`config.mk`:
```
export PLATFORM = sky130hd
export DESIGN_NAME = crc16_frame_append
export DESIGN_NICKNAME = d
export VERILOG_FILES = /design/src/hdl/cfa_pkg.sv /design/src/hdl/cfa_crc_unit.sv /design/src/hdl/cfa_out_stage.sv /design/src/hdl/crc16_frame_append.sv
export SDC_FILE = /design/constraint.sdc
export NUM_CORES = 1
export LEC_CHECK = 0
export BUFFER_PORTS_ARGS = -buffer_cell sky130_fd_sc_hd__buf_2
export CAP_MARGIN = 15
export CORE_ASPECT_RATIO = 1.75
export CORE_MARGIN = 4
export CORE_UTILIZATION = 40
export DETAILED_ROUTE_END_ITERATION = 12
export PLACE_DENSITY = 0.6
export REMOVE_ABC_BUFFERS = 1
export SYNTH_ARGS = -nofsm -noshare
export SYNTH_HDL_FRONTEND = slang
export SYNTH_SLANG_ARGS = --single-unit
```
`constraint.sdc`:
```
create_clock -name clk -period 4.5 [get_ports clk]
set_input_delay 0.45 -clock clk [delete_from_list [all_inputs] [get_ports clk]]
set_output_delay 0.45 -clock clk [all_outputs]
set_load 0.01 [all_outputs]
```
`src/hdl/cfa_pkg.sv`:
```
`timescale 1ns / 1ps

package cfa_pkg;

  // CRC-16/MODBUS: reflected polynomial, all-ones start, no final XOR
  localparam logic [15:0] CRC_START = 16'hFFFF;
  localparam logic [15:0] CRC_POLY  = 16'hA001;

  // Trailer sequencer codes: CRC bytes still owed after the current result
  localparam logic [1:0] PEND_NONE = 2'd0;
  localparam logic [1:0] PEND_HI   = 2'd1;
  localparam logic [1:0] PEND_LO   = 2'd2;

  // One input item
  typedef struct packed {
    logic [7:0] data_byte;
    logic       frame_end;
  } in_item_t;

  // One result item
  typedef struct packed {
    logic [7:0] out_byte;
    logic       is_crc;
    logic       last_of_run;
  } out_item_t;

  // Handover from the input register to the output stage
  typedef struct packed {
    logic [7:0]  data_byte;
    logic        trailer;   // frame end with append on
    logic [15:0] crc;       // CRC including this byte
  } load_t;

  // Fold one byte into the CRC, LSB first, eight shift/XOR steps
  function automatic logic [15:0] crc_fold(input logic [15:0] crc_in,
                                           input logic [7:0]  byte_in);
    logic [15:0] c;
    c = crc_in ^ {8'h00, byte_in};
    for (int i = 0; i < 8; i++) begin
      if (c[0]) begin
        c = (c >> 1) ^ CRC_POLY;
      end else begin
        c = c >> 1;
      end
    end
    return c;
  endfunction

endpackage

```
`src/hdl/cfa_crc_unit.sv`:
```
`timescale 1ns / 1ps

module cfa_crc_unit (
  input  logic        clk,
  input  logic        rst_n,
  input  logic        step,
  input  logic [7:0]  data_byte,
  input  logic        frame_end,
  output logic [15:0] crc_new
);

  logic [15:0] crc_r;
  logic [15:0] crc_nxt;

  // Running CRC folded with the byte in the input register
  assign crc_new = cfa_pkg::crc_fold(crc_r, data_byte);

  // Restart at the end of every frame
  always_comb begin
    crc_nxt = crc_r;
    if (step) begin
      crc_nxt = frame_end ? cfa_pkg::CRC_START : crc_new;
    end
  end

  always_ff @(posedge clk) begin
    if (!rst_n) begin
      crc_r <= cfa_pkg::CRC_START;
    end else begin
      crc_r <= crc_nxt;
    end
  end

endmodule

```
`src/hdl/cfa_out_stage.sv`:
```
`timescale 1ns / 1ps

module cfa_out_stage (
  input  logic                clk,
  input  logic                rst_n,
  input  logic                ld_valid,
  input  cfa_pkg::load_t      ld,
  output logic                ld_ready,
  output logic                out_valid,
  input  logic                out_stall,
  output cfa_pkg::out_item_t  out_data
);

  logic               out_valid_r;
  logic               out_valid_nxt;
  cfa_pkg::out_item_t out_data_r;
  cfa_pkg::out_item_t out_data_nxt;
  logic [1:0]         pend_r;
  logic [1:0]         pend_nxt;
  logic [15:0]        crc_hold_r;
  logic [15:0]        crc_hold_nxt;
  logic               out_fire;

  assign out_fire = out_valid_r & ~out_stall;
  // Free for a new byte once the current result and its trailer are gone
  assign ld_ready = ~out_valid_r | (out_fire & (pend_r == cfa_pkg::PEND_NONE));

  // Result register and trailer sequencer
  always_comb begin
    out_valid_nxt = out_valid_r;
    out_data_nxt  = out_data_r;
    pend_nxt      = pend_r;
    crc_hold_nxt  = crc_hold_r;
    if (ld_ready && ld_valid) begin
      out_valid_nxt            = 1'b1;
      out_data_nxt.out_byte    = ld.data_byte;
      out_data_nxt.is_crc      = 1'b0;
      out_data_nxt.last_of_run = ~ld.trailer;
      pend_nxt     = ld.trailer ? cfa_pkg::PEND_LO : cfa_pkg::PEND_NONE;
      crc_hold_nxt = ld.crc;
    end else if (out_fire) begin
      case (pend_r)
        cfa_pkg::PEND_LO: begin
          out_data_nxt.out_byte    = crc_hold_r[7:0];
          out_data_nxt.is_crc      = 1'b1;
          out_data_nxt.last_of_run = 1'b0;
          pend_nxt                 = cfa_pkg::PEND_HI;
        end
        cfa_pkg::PEND_HI: begin
          out_data_nxt.out_byte    = crc_hold_r[15:8];
          out_data_nxt.is_crc      = 1'b1;
          out_data_nxt.last_of_run = 1'b1;
          pend_nxt                 = cfa_pkg::PEND_NONE;
        end
        default: begin
          out_valid_nxt = 1'b0;
          pend_nxt      = cfa_pkg::PEND_NONE;
        end
      endcase
    end
  end

  always_ff @(posedge clk) begin
    if (!rst_n) begin
      out_valid_r <= 1'b0;
      pend_r      <= cfa_pkg::PEND_NONE;
    end else begin
      out_valid_r <= out_valid_nxt;
      pend_r      <= pend_nxt;
    end
  end

  // Payload, no reset
  always_ff @(posedge clk) begin
    out_data_r <= out_data_nxt;
    crc_hold_r <= crc_hold_nxt;
  end

  assign out_valid = out_valid_r;
  assign out_data  = out_data_r;

endmodule

```
`src/hdl/crc16_frame_append.sv`:
```
`timescale 1ns / 1ps

// Byte stream pass-through with a CRC-16/MODBUS trailer (poly 0xA001 reflected,
// start 0xFFFF, no final XOR). Every input byte comes out unchanged; with
// append_crc set (reset value 1) the last byte of a frame is followed by the
// CRC low byte, then the high byte, both flagged is_crc. last_of_run marks the
// final result of each input byte. The CRC restarts at 0xFFFF after every
// frame end, whether or not the trailer is appended. Throughput is one byte
// per clock while out_stall is low; a frame end with append on holds the
// output register until both CRC bytes have left, and the input stalls
// meanwhile. Data flows through the input register, then the result register.
// Write append_crc only while the block is idle; cfg_ready is always high.
module crc16_frame_append (
  input  logic               clk,
  input  logic               rst_n,
  input  logic               in_valid,
  output logic               in_stall,
  input  cfa_pkg::in_item_t  in_data,
  output logic               out_valid,
  input  logic               out_stall,
  output cfa_pkg::out_item_t out_data,
  input  logic               cfg_valid,
  output logic               cfg_ready,
  input  logic               cfg_data
);

  logic              append_crc_r;
  logic              append_crc_nxt;
  logic              in_valid_r;
  logic              in_valid_nxt;
  cfa_pkg::in_item_t in_data_r;
  cfa_pkg::in_item_t in_data_nxt;
  logic              in_fire;
  logic              advance;
  logic              ld_ready;
  logic [15:0]       crc_new;
  cfa_pkg::load_t    ld;

  // Configuration register
  assign cfg_ready      = 1'b1;
  assign append_crc_nxt = (cfg_valid && cfg_ready) ? cfg_data : append_crc_r;

  // Input register
  assign advance  = in_valid_r & ld_ready;
  assign in_stall = in_valid_r & ~ld_ready;
  assign in_fire  = in_valid & ~in_stall;

  always_comb begin
    in_valid_nxt = in_fire | (in_valid_r & ~advance);
    in_data_nxt  = in_fire ? in_data : in_data_r;
  end

  always_ff @(posedge clk) begin
    if (!rst_n) begin
      append_crc_r <= 1'b1;
      in_valid_r   <= 1'b0;
    end else begin
      append_crc_r <= append_crc_nxt;
      in_valid_r   <= in_valid_nxt;
    end
  end

  always_ff @(posedge clk) begin
    in_data_r <= in_data_nxt;
  end

  // CRC accumulator
  cfa_crc_unit u_crc (
    .clk       (clk),
    .rst_n     (rst_n),
    .step      (advance),
    .data_byte (in_data_r.data_byte),
    .frame_end (in_data_r.frame_end),
    .crc_new   (crc_new)
  );

  // Handover to the output stage
  always_comb begin
    ld.data_byte = in_data_r.data_byte;
    ld.trailer   = in_data_r.frame_end & append_crc_r;
    ld.crc       = crc_new;
  end

  cfa_out_stage u_out (
    .clk       (clk),
    .rst_n     (rst_n),
    .ld_valid  (in_valid_r),
    .ld        (ld),
    .ld_ready  (ld_ready),
    .out_valid (out_valid),
    .out_stall (out_stall),
    .out_data  (out_data)
  );

endmodule
```
=== Word level (Yosys, flattened, before mapping) ===
Cells that the tools add are included.

* Bits of input ports: 15
* Output and inout port bits: 13
* Bits in read-only memories: 0
* Memories: 0
* RAM bits: 0
* Bits in latches: 0
* Word-level logic and storage cells: 66
* Flip-flop bits (word level): 56

* Shift-type cells: 0
* Multiplexer cells: 19
* Equality and inequality tests: 3
* Divide/modulo/power cells: 0
* Reduce and logical (&&, ||, !) cells: 9
* Bitwise logic cells: 24
* Multipliers: 0
* Magnitude comparators: 0
* $add $sub $neg: 0

{| class="wikitable"
|+ Operator list
! kind !! number
|-
| two-way mux 16 bit || 9
|-
| NOT 2 -> 3 bit || 8
|-
| two-way mux 10 bit || 2
|-
| case mux 10 bit (2 select lines) || 1
|-
| bitwise XOR 16 x 8 -> 16 bit || 1
|-
| AND 1 bit || 7
|-
| two-way mux 2 bit || 3
|-
| NOT 1 bit || 6
|-
| AND reduction 2 bit || 3
|-
| two-way mux 1 bit || 4
|-
| nonzero test 2 bit || 2
|-
| nonzero test 3 bit || 1
|-
| == test 2 x 1 -> 1 bit (second input constant) || 1
|-
| == test 2 bit (second input constant) || 1
|-
| zero test 2 bit || 1
|-
| != test 2 x 1 -> 1 bit (second input constant) || 1
|-
| OR 1 bit || 2
|-
| OR reduction 2 bit || 1
|-
| logical AND 1 bit || 1
|}

=== Longest topological paths before layout ===
* Depth after elaboration: 18
* Gate-level depth with buffers: 9
* Mapped depth without buffers: 7

=== Hierarchy ===
Synthesis repeated with hierarchy kept, for this count alone.

* Cells, all modules: 185
* Area, all modules: 2436.1 µm²

{| class="wikitable"
|+ Modules (own cells, without submodules)
! module !! cells each !! area an instance (µm²) !! instances !! sequential area each (µm²)
|-
| cfa_out_stage || 74 || 1209.9 || 1 || 830.8
|-
| cfa_crc_unit || 91 || 850.8 || 1 || 320.3
|-
| crc16_frame_append || 20 || 375.4 || 1 || 310.3
|}

=== Worst setup path before layout ===
OpenSTA, ideal clock, no wires.

* Path type: flip-flop to flip-flop
* Start: reg u_out.pend_r[0]
* End: reg u_out.crc_hold_r[0] (enable)
* Library setup time: 0.386 ns
* Data required time: 4.114 ns
* Buffers on the path: 2
* Data arrival time: 1.794 ns
* Setup slack: 2.320 ns
* Clock period less this slack: 2.180 ns
* Cell stages (with the launch flop): 8
* Path through: dfxtp_1 -> inv_1 -> ha_1 -> nor2b_1 -> o21ai_2 -> inv_1 -> clkbuf_1 -> clkbuf_1

* Longest elaborated chain between the ends: 4

{| class="wikitable"
|+ Ends and longest elaborated chain
! what !! line !! text
|-
| start: declaration || cfa_out_stage.sv:18 || <nowiki>logic [1:0] pend_r;</nowiki>
|-
| start signal: assignment || cfa_out_stage.sv:66 || <nowiki>pend_r <= cfa_pkg::PEND_NONE;</nowiki>
|-
| start signal: assignment || cfa_out_stage.sv:69 || <nowiki>pend_r <= pend_nxt;</nowiki>
|-
| zero test 2 bit || cfa_out_stage.sv:26 || <nowiki>assign ld_ready = ~out_valid_r | (out_fire & (pend_r == cfa_pkg::PEND_NONE));</nowiki>
|-
| AND 1 bit || cfa_out_stage.sv:26 ||
|-
| OR 1 bit || cfa_out_stage.sv:26 ||
|-
| logical AND 1 bit || cfa_out_stage.sv:34 || <nowiki>if (ld_ready && ld_valid) begin</nowiki>
|-
| end signal: assignment || cfa_out_stage.sv:76 || <nowiki>crc_hold_r <= crc_hold_nxt;</nowiki>
|-
| end: declaration || cfa_out_stage.sv:20 || <nowiki>logic [15:0] crc_hold_r;</nowiki>
|}

No other way between the ends.
A chain may end at the register's enable or synchronous reset.

=== Worst setup path in the final report ===
* Start: reg u_out.pend_r[1]
* End: reg u_crc.crc_r[7]

* Longest elaborated chain between the ends: 4

{| class="wikitable"
|+ Ends and longest elaborated chain
! what !! line !! text
|-
| zero test 2 bit || cfa_out_stage.sv:26 ||
|-
| AND 1 bit || cfa_out_stage.sv:26 ||
|-
| OR 1 bit || cfa_out_stage.sv:26 ||
|-
| AND 1 bit || crc16_frame_append.sv:44 || <nowiki>assign advance = in_valid_r & ld_ready;</nowiki>
|-
| end signal: assignment || cfa_crc_unit.sv:28 || <nowiki>crc_r <= cfa_pkg::CRC_START;</nowiki>
|-
| end signal: assignment || cfa_crc_unit.sv:30 || <nowiki>crc_r <= crc_nxt;</nowiki>
|-
| end: declaration || cfa_crc_unit.sv:12 || <nowiki>logic [15:0] crc_r;</nowiki>
|}

No other way between the ends.

==> run_summary.xml <==
<?xml version="1.0" encoding="UTF-8"?>
<metrics>
  <group name="pwr">
    <metric name="ir_drop" unit="uV">202</metric>
    <metric name="power.combinational.fraction" unit="%">13.7</metric>
    <metric name="cellInternalPower" unit="uW">755</metric>
    <metric name="pwr-share-clk" unit="%">26.3</metric>
    <metric name="power.density" unit="mW/mm^2">390</metric>
    <metric name="power_switching" unit="uW">243</metric>
    <metric name="power.leakage" unit="nW">0.926</metric>
    <metric name="power" unit="uW">998</metric>
    <metric name="netSwitchingFraction" unit="%">24.3</metric>
    <metric name="power_share_of_the_sequential_group" unit="%">60.0</metric>
  </group>
  <group name="flow_run">
    <metric name="count_of_maximum_capacitance_violations" unit="">0</metric>
  </group>
  <group name="worst_setup_path">
    <metric name="path_class" unit="">register to register</metric>
    <metric name="critical_path.max_stage_delay" unit="ns">0.79</metric>
    <metric name="critical-path-slowest-cell" unit="">inv_1</metric>
    <metric name="timing.critical_path.required" unit="ns">4.69</metric>
    <metric name="path_common_cell" unit="">inv_1</metric>
    <metric name="timing.critical_path.cells" unit="">inv_1 &gt; ha_1 &gt; nor2b_1 &gt; o21ai_2 &gt; inv_1 &gt; nand3b_1 &gt; o22a_1</metric>
    <metric name="cp_data_arrival_time" unit="ns">2.91</metric>
    <metric name="endpoint_kind" unit="">register</metric>
    <metric name="crit_fanout" unit="">35</metric>
    <metric name="critical_path.startpoint_type" unit="">register</metric>
  </group>
  <group name="cells_and_area">
    <metric name="final.fill_count" unit="">526</metric>
    <metric name="design_area" unit="sq mm">0.00256</metric>
    <metric name="layout_net_count" unit="">214</metric>
    <metric name="final_core_utilization" unit="%">46.2</metric>
    <metric name="syn2layout_area_growth" unit="%">11.9</metric>
    <metric name="final_common_cell" unit="">edfxtp_1</metric>
    <metric name="insertedDiodeCount" unit="">0</metric>
    <metric name="share_of_cells_above_drive_strength_1" unit="%">19.3</metric>
    <metric name="layout_common_cells" unit="">edfxtp_1 (34), buf_2 (26), dfxtp_1 (22), nand2_1 (14), xnor2_1 (12)</metric>
  </group>
  <group name="grt">
    <metric name="grt_antenna_before_repair" unit="">0</metric>
    <metric name="wire_length_of_the_first_global_routing_pass" unit="mm">6.77</metric>
    <metric name="globalRouteOverflowTotal" unit="">0</metric>
    <metric name="grt_use_total" unit="%">13.1</metric>
    <metric name="grt_max_degree" unit="">36</metric>
    <metric name="vias_in_the_first_global_route" unit="">1378</metric>
  </group>
  <group name="placement">
    <metric name="port_buffers" unit="">26</metric>
    <metric name="postPlaceCellArea" unit="sq mm">0.00247</metric>
    <metric name="gp_congestion" unit="">0.745</metric>
    <metric name="dp.final_hpwl" unit="mm">3.18</metric>
    <metric name="preCtsSetupSlack" unit="ns">1.74</metric>
  </group>
  <group name="yosys">
    <metric name="synthCells" unit="">170</metric>
    <metric name="yosysWarningCount" unit="">0</metric>
    <metric name="post_synth.cell_area_avg" unit="sq um">13.5</metric>
    <metric name="seq_area_frac_synth" unit="%">63.9</metric>
    <metric name="area_share_of_the_largest_cell_type_after_synthesis" unit="%">44.6</metric>
    <metric name="synthDistinctLibCells" unit="">31</metric>
    <metric name="synth.cell_area" unit="sq mm">0.00229</metric>
    <metric name="synth-seq-cells" unit="">56</metric>
    <metric name="post_synth_top_area_cell" unit="">edfxtp_1</metric>
    <metric name="synth_top_cells_by_area" unit="">edfxtp_1 (45%), dfxtp_1 (19%), xnor2_1 (4.6%)</metric>
  </group>
  <group name="timing">
    <metric name="rsz0062_at_grt" unit="">no</metric>
    <metric name="period_minus_slack" unit="ns">2.72</metric>
    <metric name="finish_stage_setup_viols" unit="">0</metric>
    <metric name="maxClockFrequency" unit="GHz">0.367</metric>
    <metric name="timing_hold_violations_final" unit="">0</metric>
    <metric name="slew_headroom" unit="%">23.4</metric>
    <metric name="min_period_over_period" unit="%">60.5</metric>
    <metric name="timing.final.ws_setup" unit="ns">1.78</metric>
    <metric name="final.setup_skew" unit="ns">0.00931</metric>
    <metric name="number_of_max_slew_violations_in_the_final_report" unit="">0</metric>
    <metric name="fin_tns_setup" unit="ns">0</metric>
    <metric name="tightestPinTransition" unit="ns">1.15</metric>
  </group>
  <group name="die">
    <metric name="core_area" unit="sq mm">0.00554</metric>
    <metric name="fp-row-count" unit="">36</metric>
    <metric name="die_height" unit="microns">108</metric>
    <metric name="floorplan.die.width" unit="microns">65.2</metric>
    <metric name="ios" unit="">28</metric>
    <metric name="floorplan.initialDensity" unit="%">41.3</metric>
    <metric name="design.die.area" unit="sq mm">0.00704</metric>
  </group>
  <group name="clock_tree">
    <metric name="post_cts_resize_count" unit="">0</metric>
    <metric name="clkSinkCount" unit="">56</metric>
    <metric name="cts.repair_timing.setup_buffer_count" unit="">0</metric>
    <metric name="cts.htree.levels" unit="">2</metric>
    <metric name="clk_transition_reported_paths" unit="ns">0.10</metric>
    <metric name="cts_buffers" unit="">5</metric>
    <metric name="max-clock-path-buffers" unit="">2</metric>
    <metric name="cts_hold_buf" unit="">0</metric>
    <metric name="tritoncts" unit="">yes</metric>
    <metric name="worstSkewPairLatency" unit="ns">0.31</metric>
    <metric name="clock_tree.root_cell" unit="">clkbuf_8</metric>
  </group>
  <group name="route">
    <metric name="drt.antenna.violating_nets" unit="">0</metric>
    <metric name="post_drt_wl_per_cell" unit="microns">15.6</metric>
    <metric name="drt_pre_antenna_iters" unit="">4</metric>
    <metric name="via_density_per_instance" unit="">4.83</metric>
    <metric name="num_vias" unit="">1318</metric>
    <metric name="route.final.wire_length" unit="mm">4.27</metric>
    <metric name="detail_route.drc_violations" unit="">0</metric>
    <metric name="drt_iter0_drc" unit="">42</metric>
  </group>
  <group name="min_path">
    <metric name="min-delay-path-class" unit="">input pin to register</metric>
  </group>
  <group name="outcome">
    <metric name="run_status" unit="">finished, final reports clean</metric>
  </group>
</metrics>
## power by group through the flow
| stage | Sequential, mW | Combinational, mW | Clock (mW) |
|---|---|---|---|
| final | 0.599 | 0.136 | 0.263 |
| after global routing | 0.603 | 0.150 | 0.292 |
| after CTS | 0.600 | 0.138 | 0.275 |
| after detailed placement | 0.611 | 0.138 | 0 |
| after global placement | 0.610 | 0.132 | 0 |
| after floorplan | 0.609 | 0.0984 | 0 |
## Yosys cell counts (all sizes together)
cell	number
nor3b	1
xnor3	3
nand2	14
inv	10
a21oi	8
o21ai	2
nor2	8
o22a	11
o31ai	8
ha	3
xnor2	14
clkbuf	4
nand3b	1
nand2b	2
buf	3
dfxtp	22
conb	1
nor2b	2
o21a	1
mux2i	9
xor2	4
a21boi	2
a31o	1
edfxtp	34
nand3	2
## worst max-delay path, delay by kind of cell, from the launching register on
family                     cells  cell delay [ns]
AOI/OAI and AO/OA              2             0.50
adders and majority gates      1             0.15
buffers and inverters          2             0.88
DFF                            1             0.34
and+or+nand+nor                2             0.72
## layout make-up
type                       instances  area [sq um]  area share [%]
clock inverter                     2          11.3           0.440
tap                               76          95.1            3.72
multi-input combinational         97           751            29.3
timing repair buffer              26           130            5.09
sequential                        56          1460            57.1
clock buffer                       6          72.6            2.84
inverter                          10          37.5            1.47
## sequential cells by signal, indices dropped and copies added, names as in the netlist
| name | cells |
|---|---|
| u_out.out_valid | 1 |
| u_out.out_data | 10 |
| u_crc.crc_r | 16 |
| u_out.pend_r | 2 |
| u_out.crc_hold_r | 16 |
| in_valid_r | 1 |
| append_crc_r | 1 |
| in_data_r | 9 |
## layer usage
| metal | vias to the layer above | track usage, % | wire length, microns | share of wire (%) |
|---|---|---|---|---|
| li1 | 649 | - | - | - |
| met1 | 630 | 13.8 | 1640 | 38 |
| met2 | 31 | 23.2 | 2310 | 54 |
| met3 | 8 | 3.43 | 183 | 4.3 |
| met4 | 0 | 7.57 | 140 | 3.3 |
| met5 | - | 0 | 0 | 0 |
## cells by family (layout without fill, tap and decap cells)
group	count (synthesis)	count (layout)	synth area share, %
buf+inv	17	44	3.28
xor+xnor	21	21	10.6
mux	9	9	3.94
simple gates	30	30	5.80
fa+ha+maj	3	3	1.64
flops	56	56	63.9
other cells	1	1	0.164
compound gates	33	33	10.7
## path summary, 6_finish.rpt
path                                            end  cells after the start       startpoint  slack (ns)
worst min-delay path                   in_data_r[8]                      1       in_data[8]        0.31
worst min register to register  u_out.crc_hold_r[3]                      0  u_crc.crc_r[11]        0.47
worst max-delay path                 u_crc.crc_r[7]                      7  u_out.pend_r[1]        1.78
worst max register to register       u_crc.crc_r[7]                      7  u_out.pend_r[1]        1.78
## stage by stage
step	std cells	hold WS (ns)
after floorplan	163	0.431
after global placement	265	0.443
after detailed placement	265	0.453
after CTS	273	0.298
after global routing	273	0.290
final	273	0.310
No activity file was read; power rests on OpenSTA's default activity.
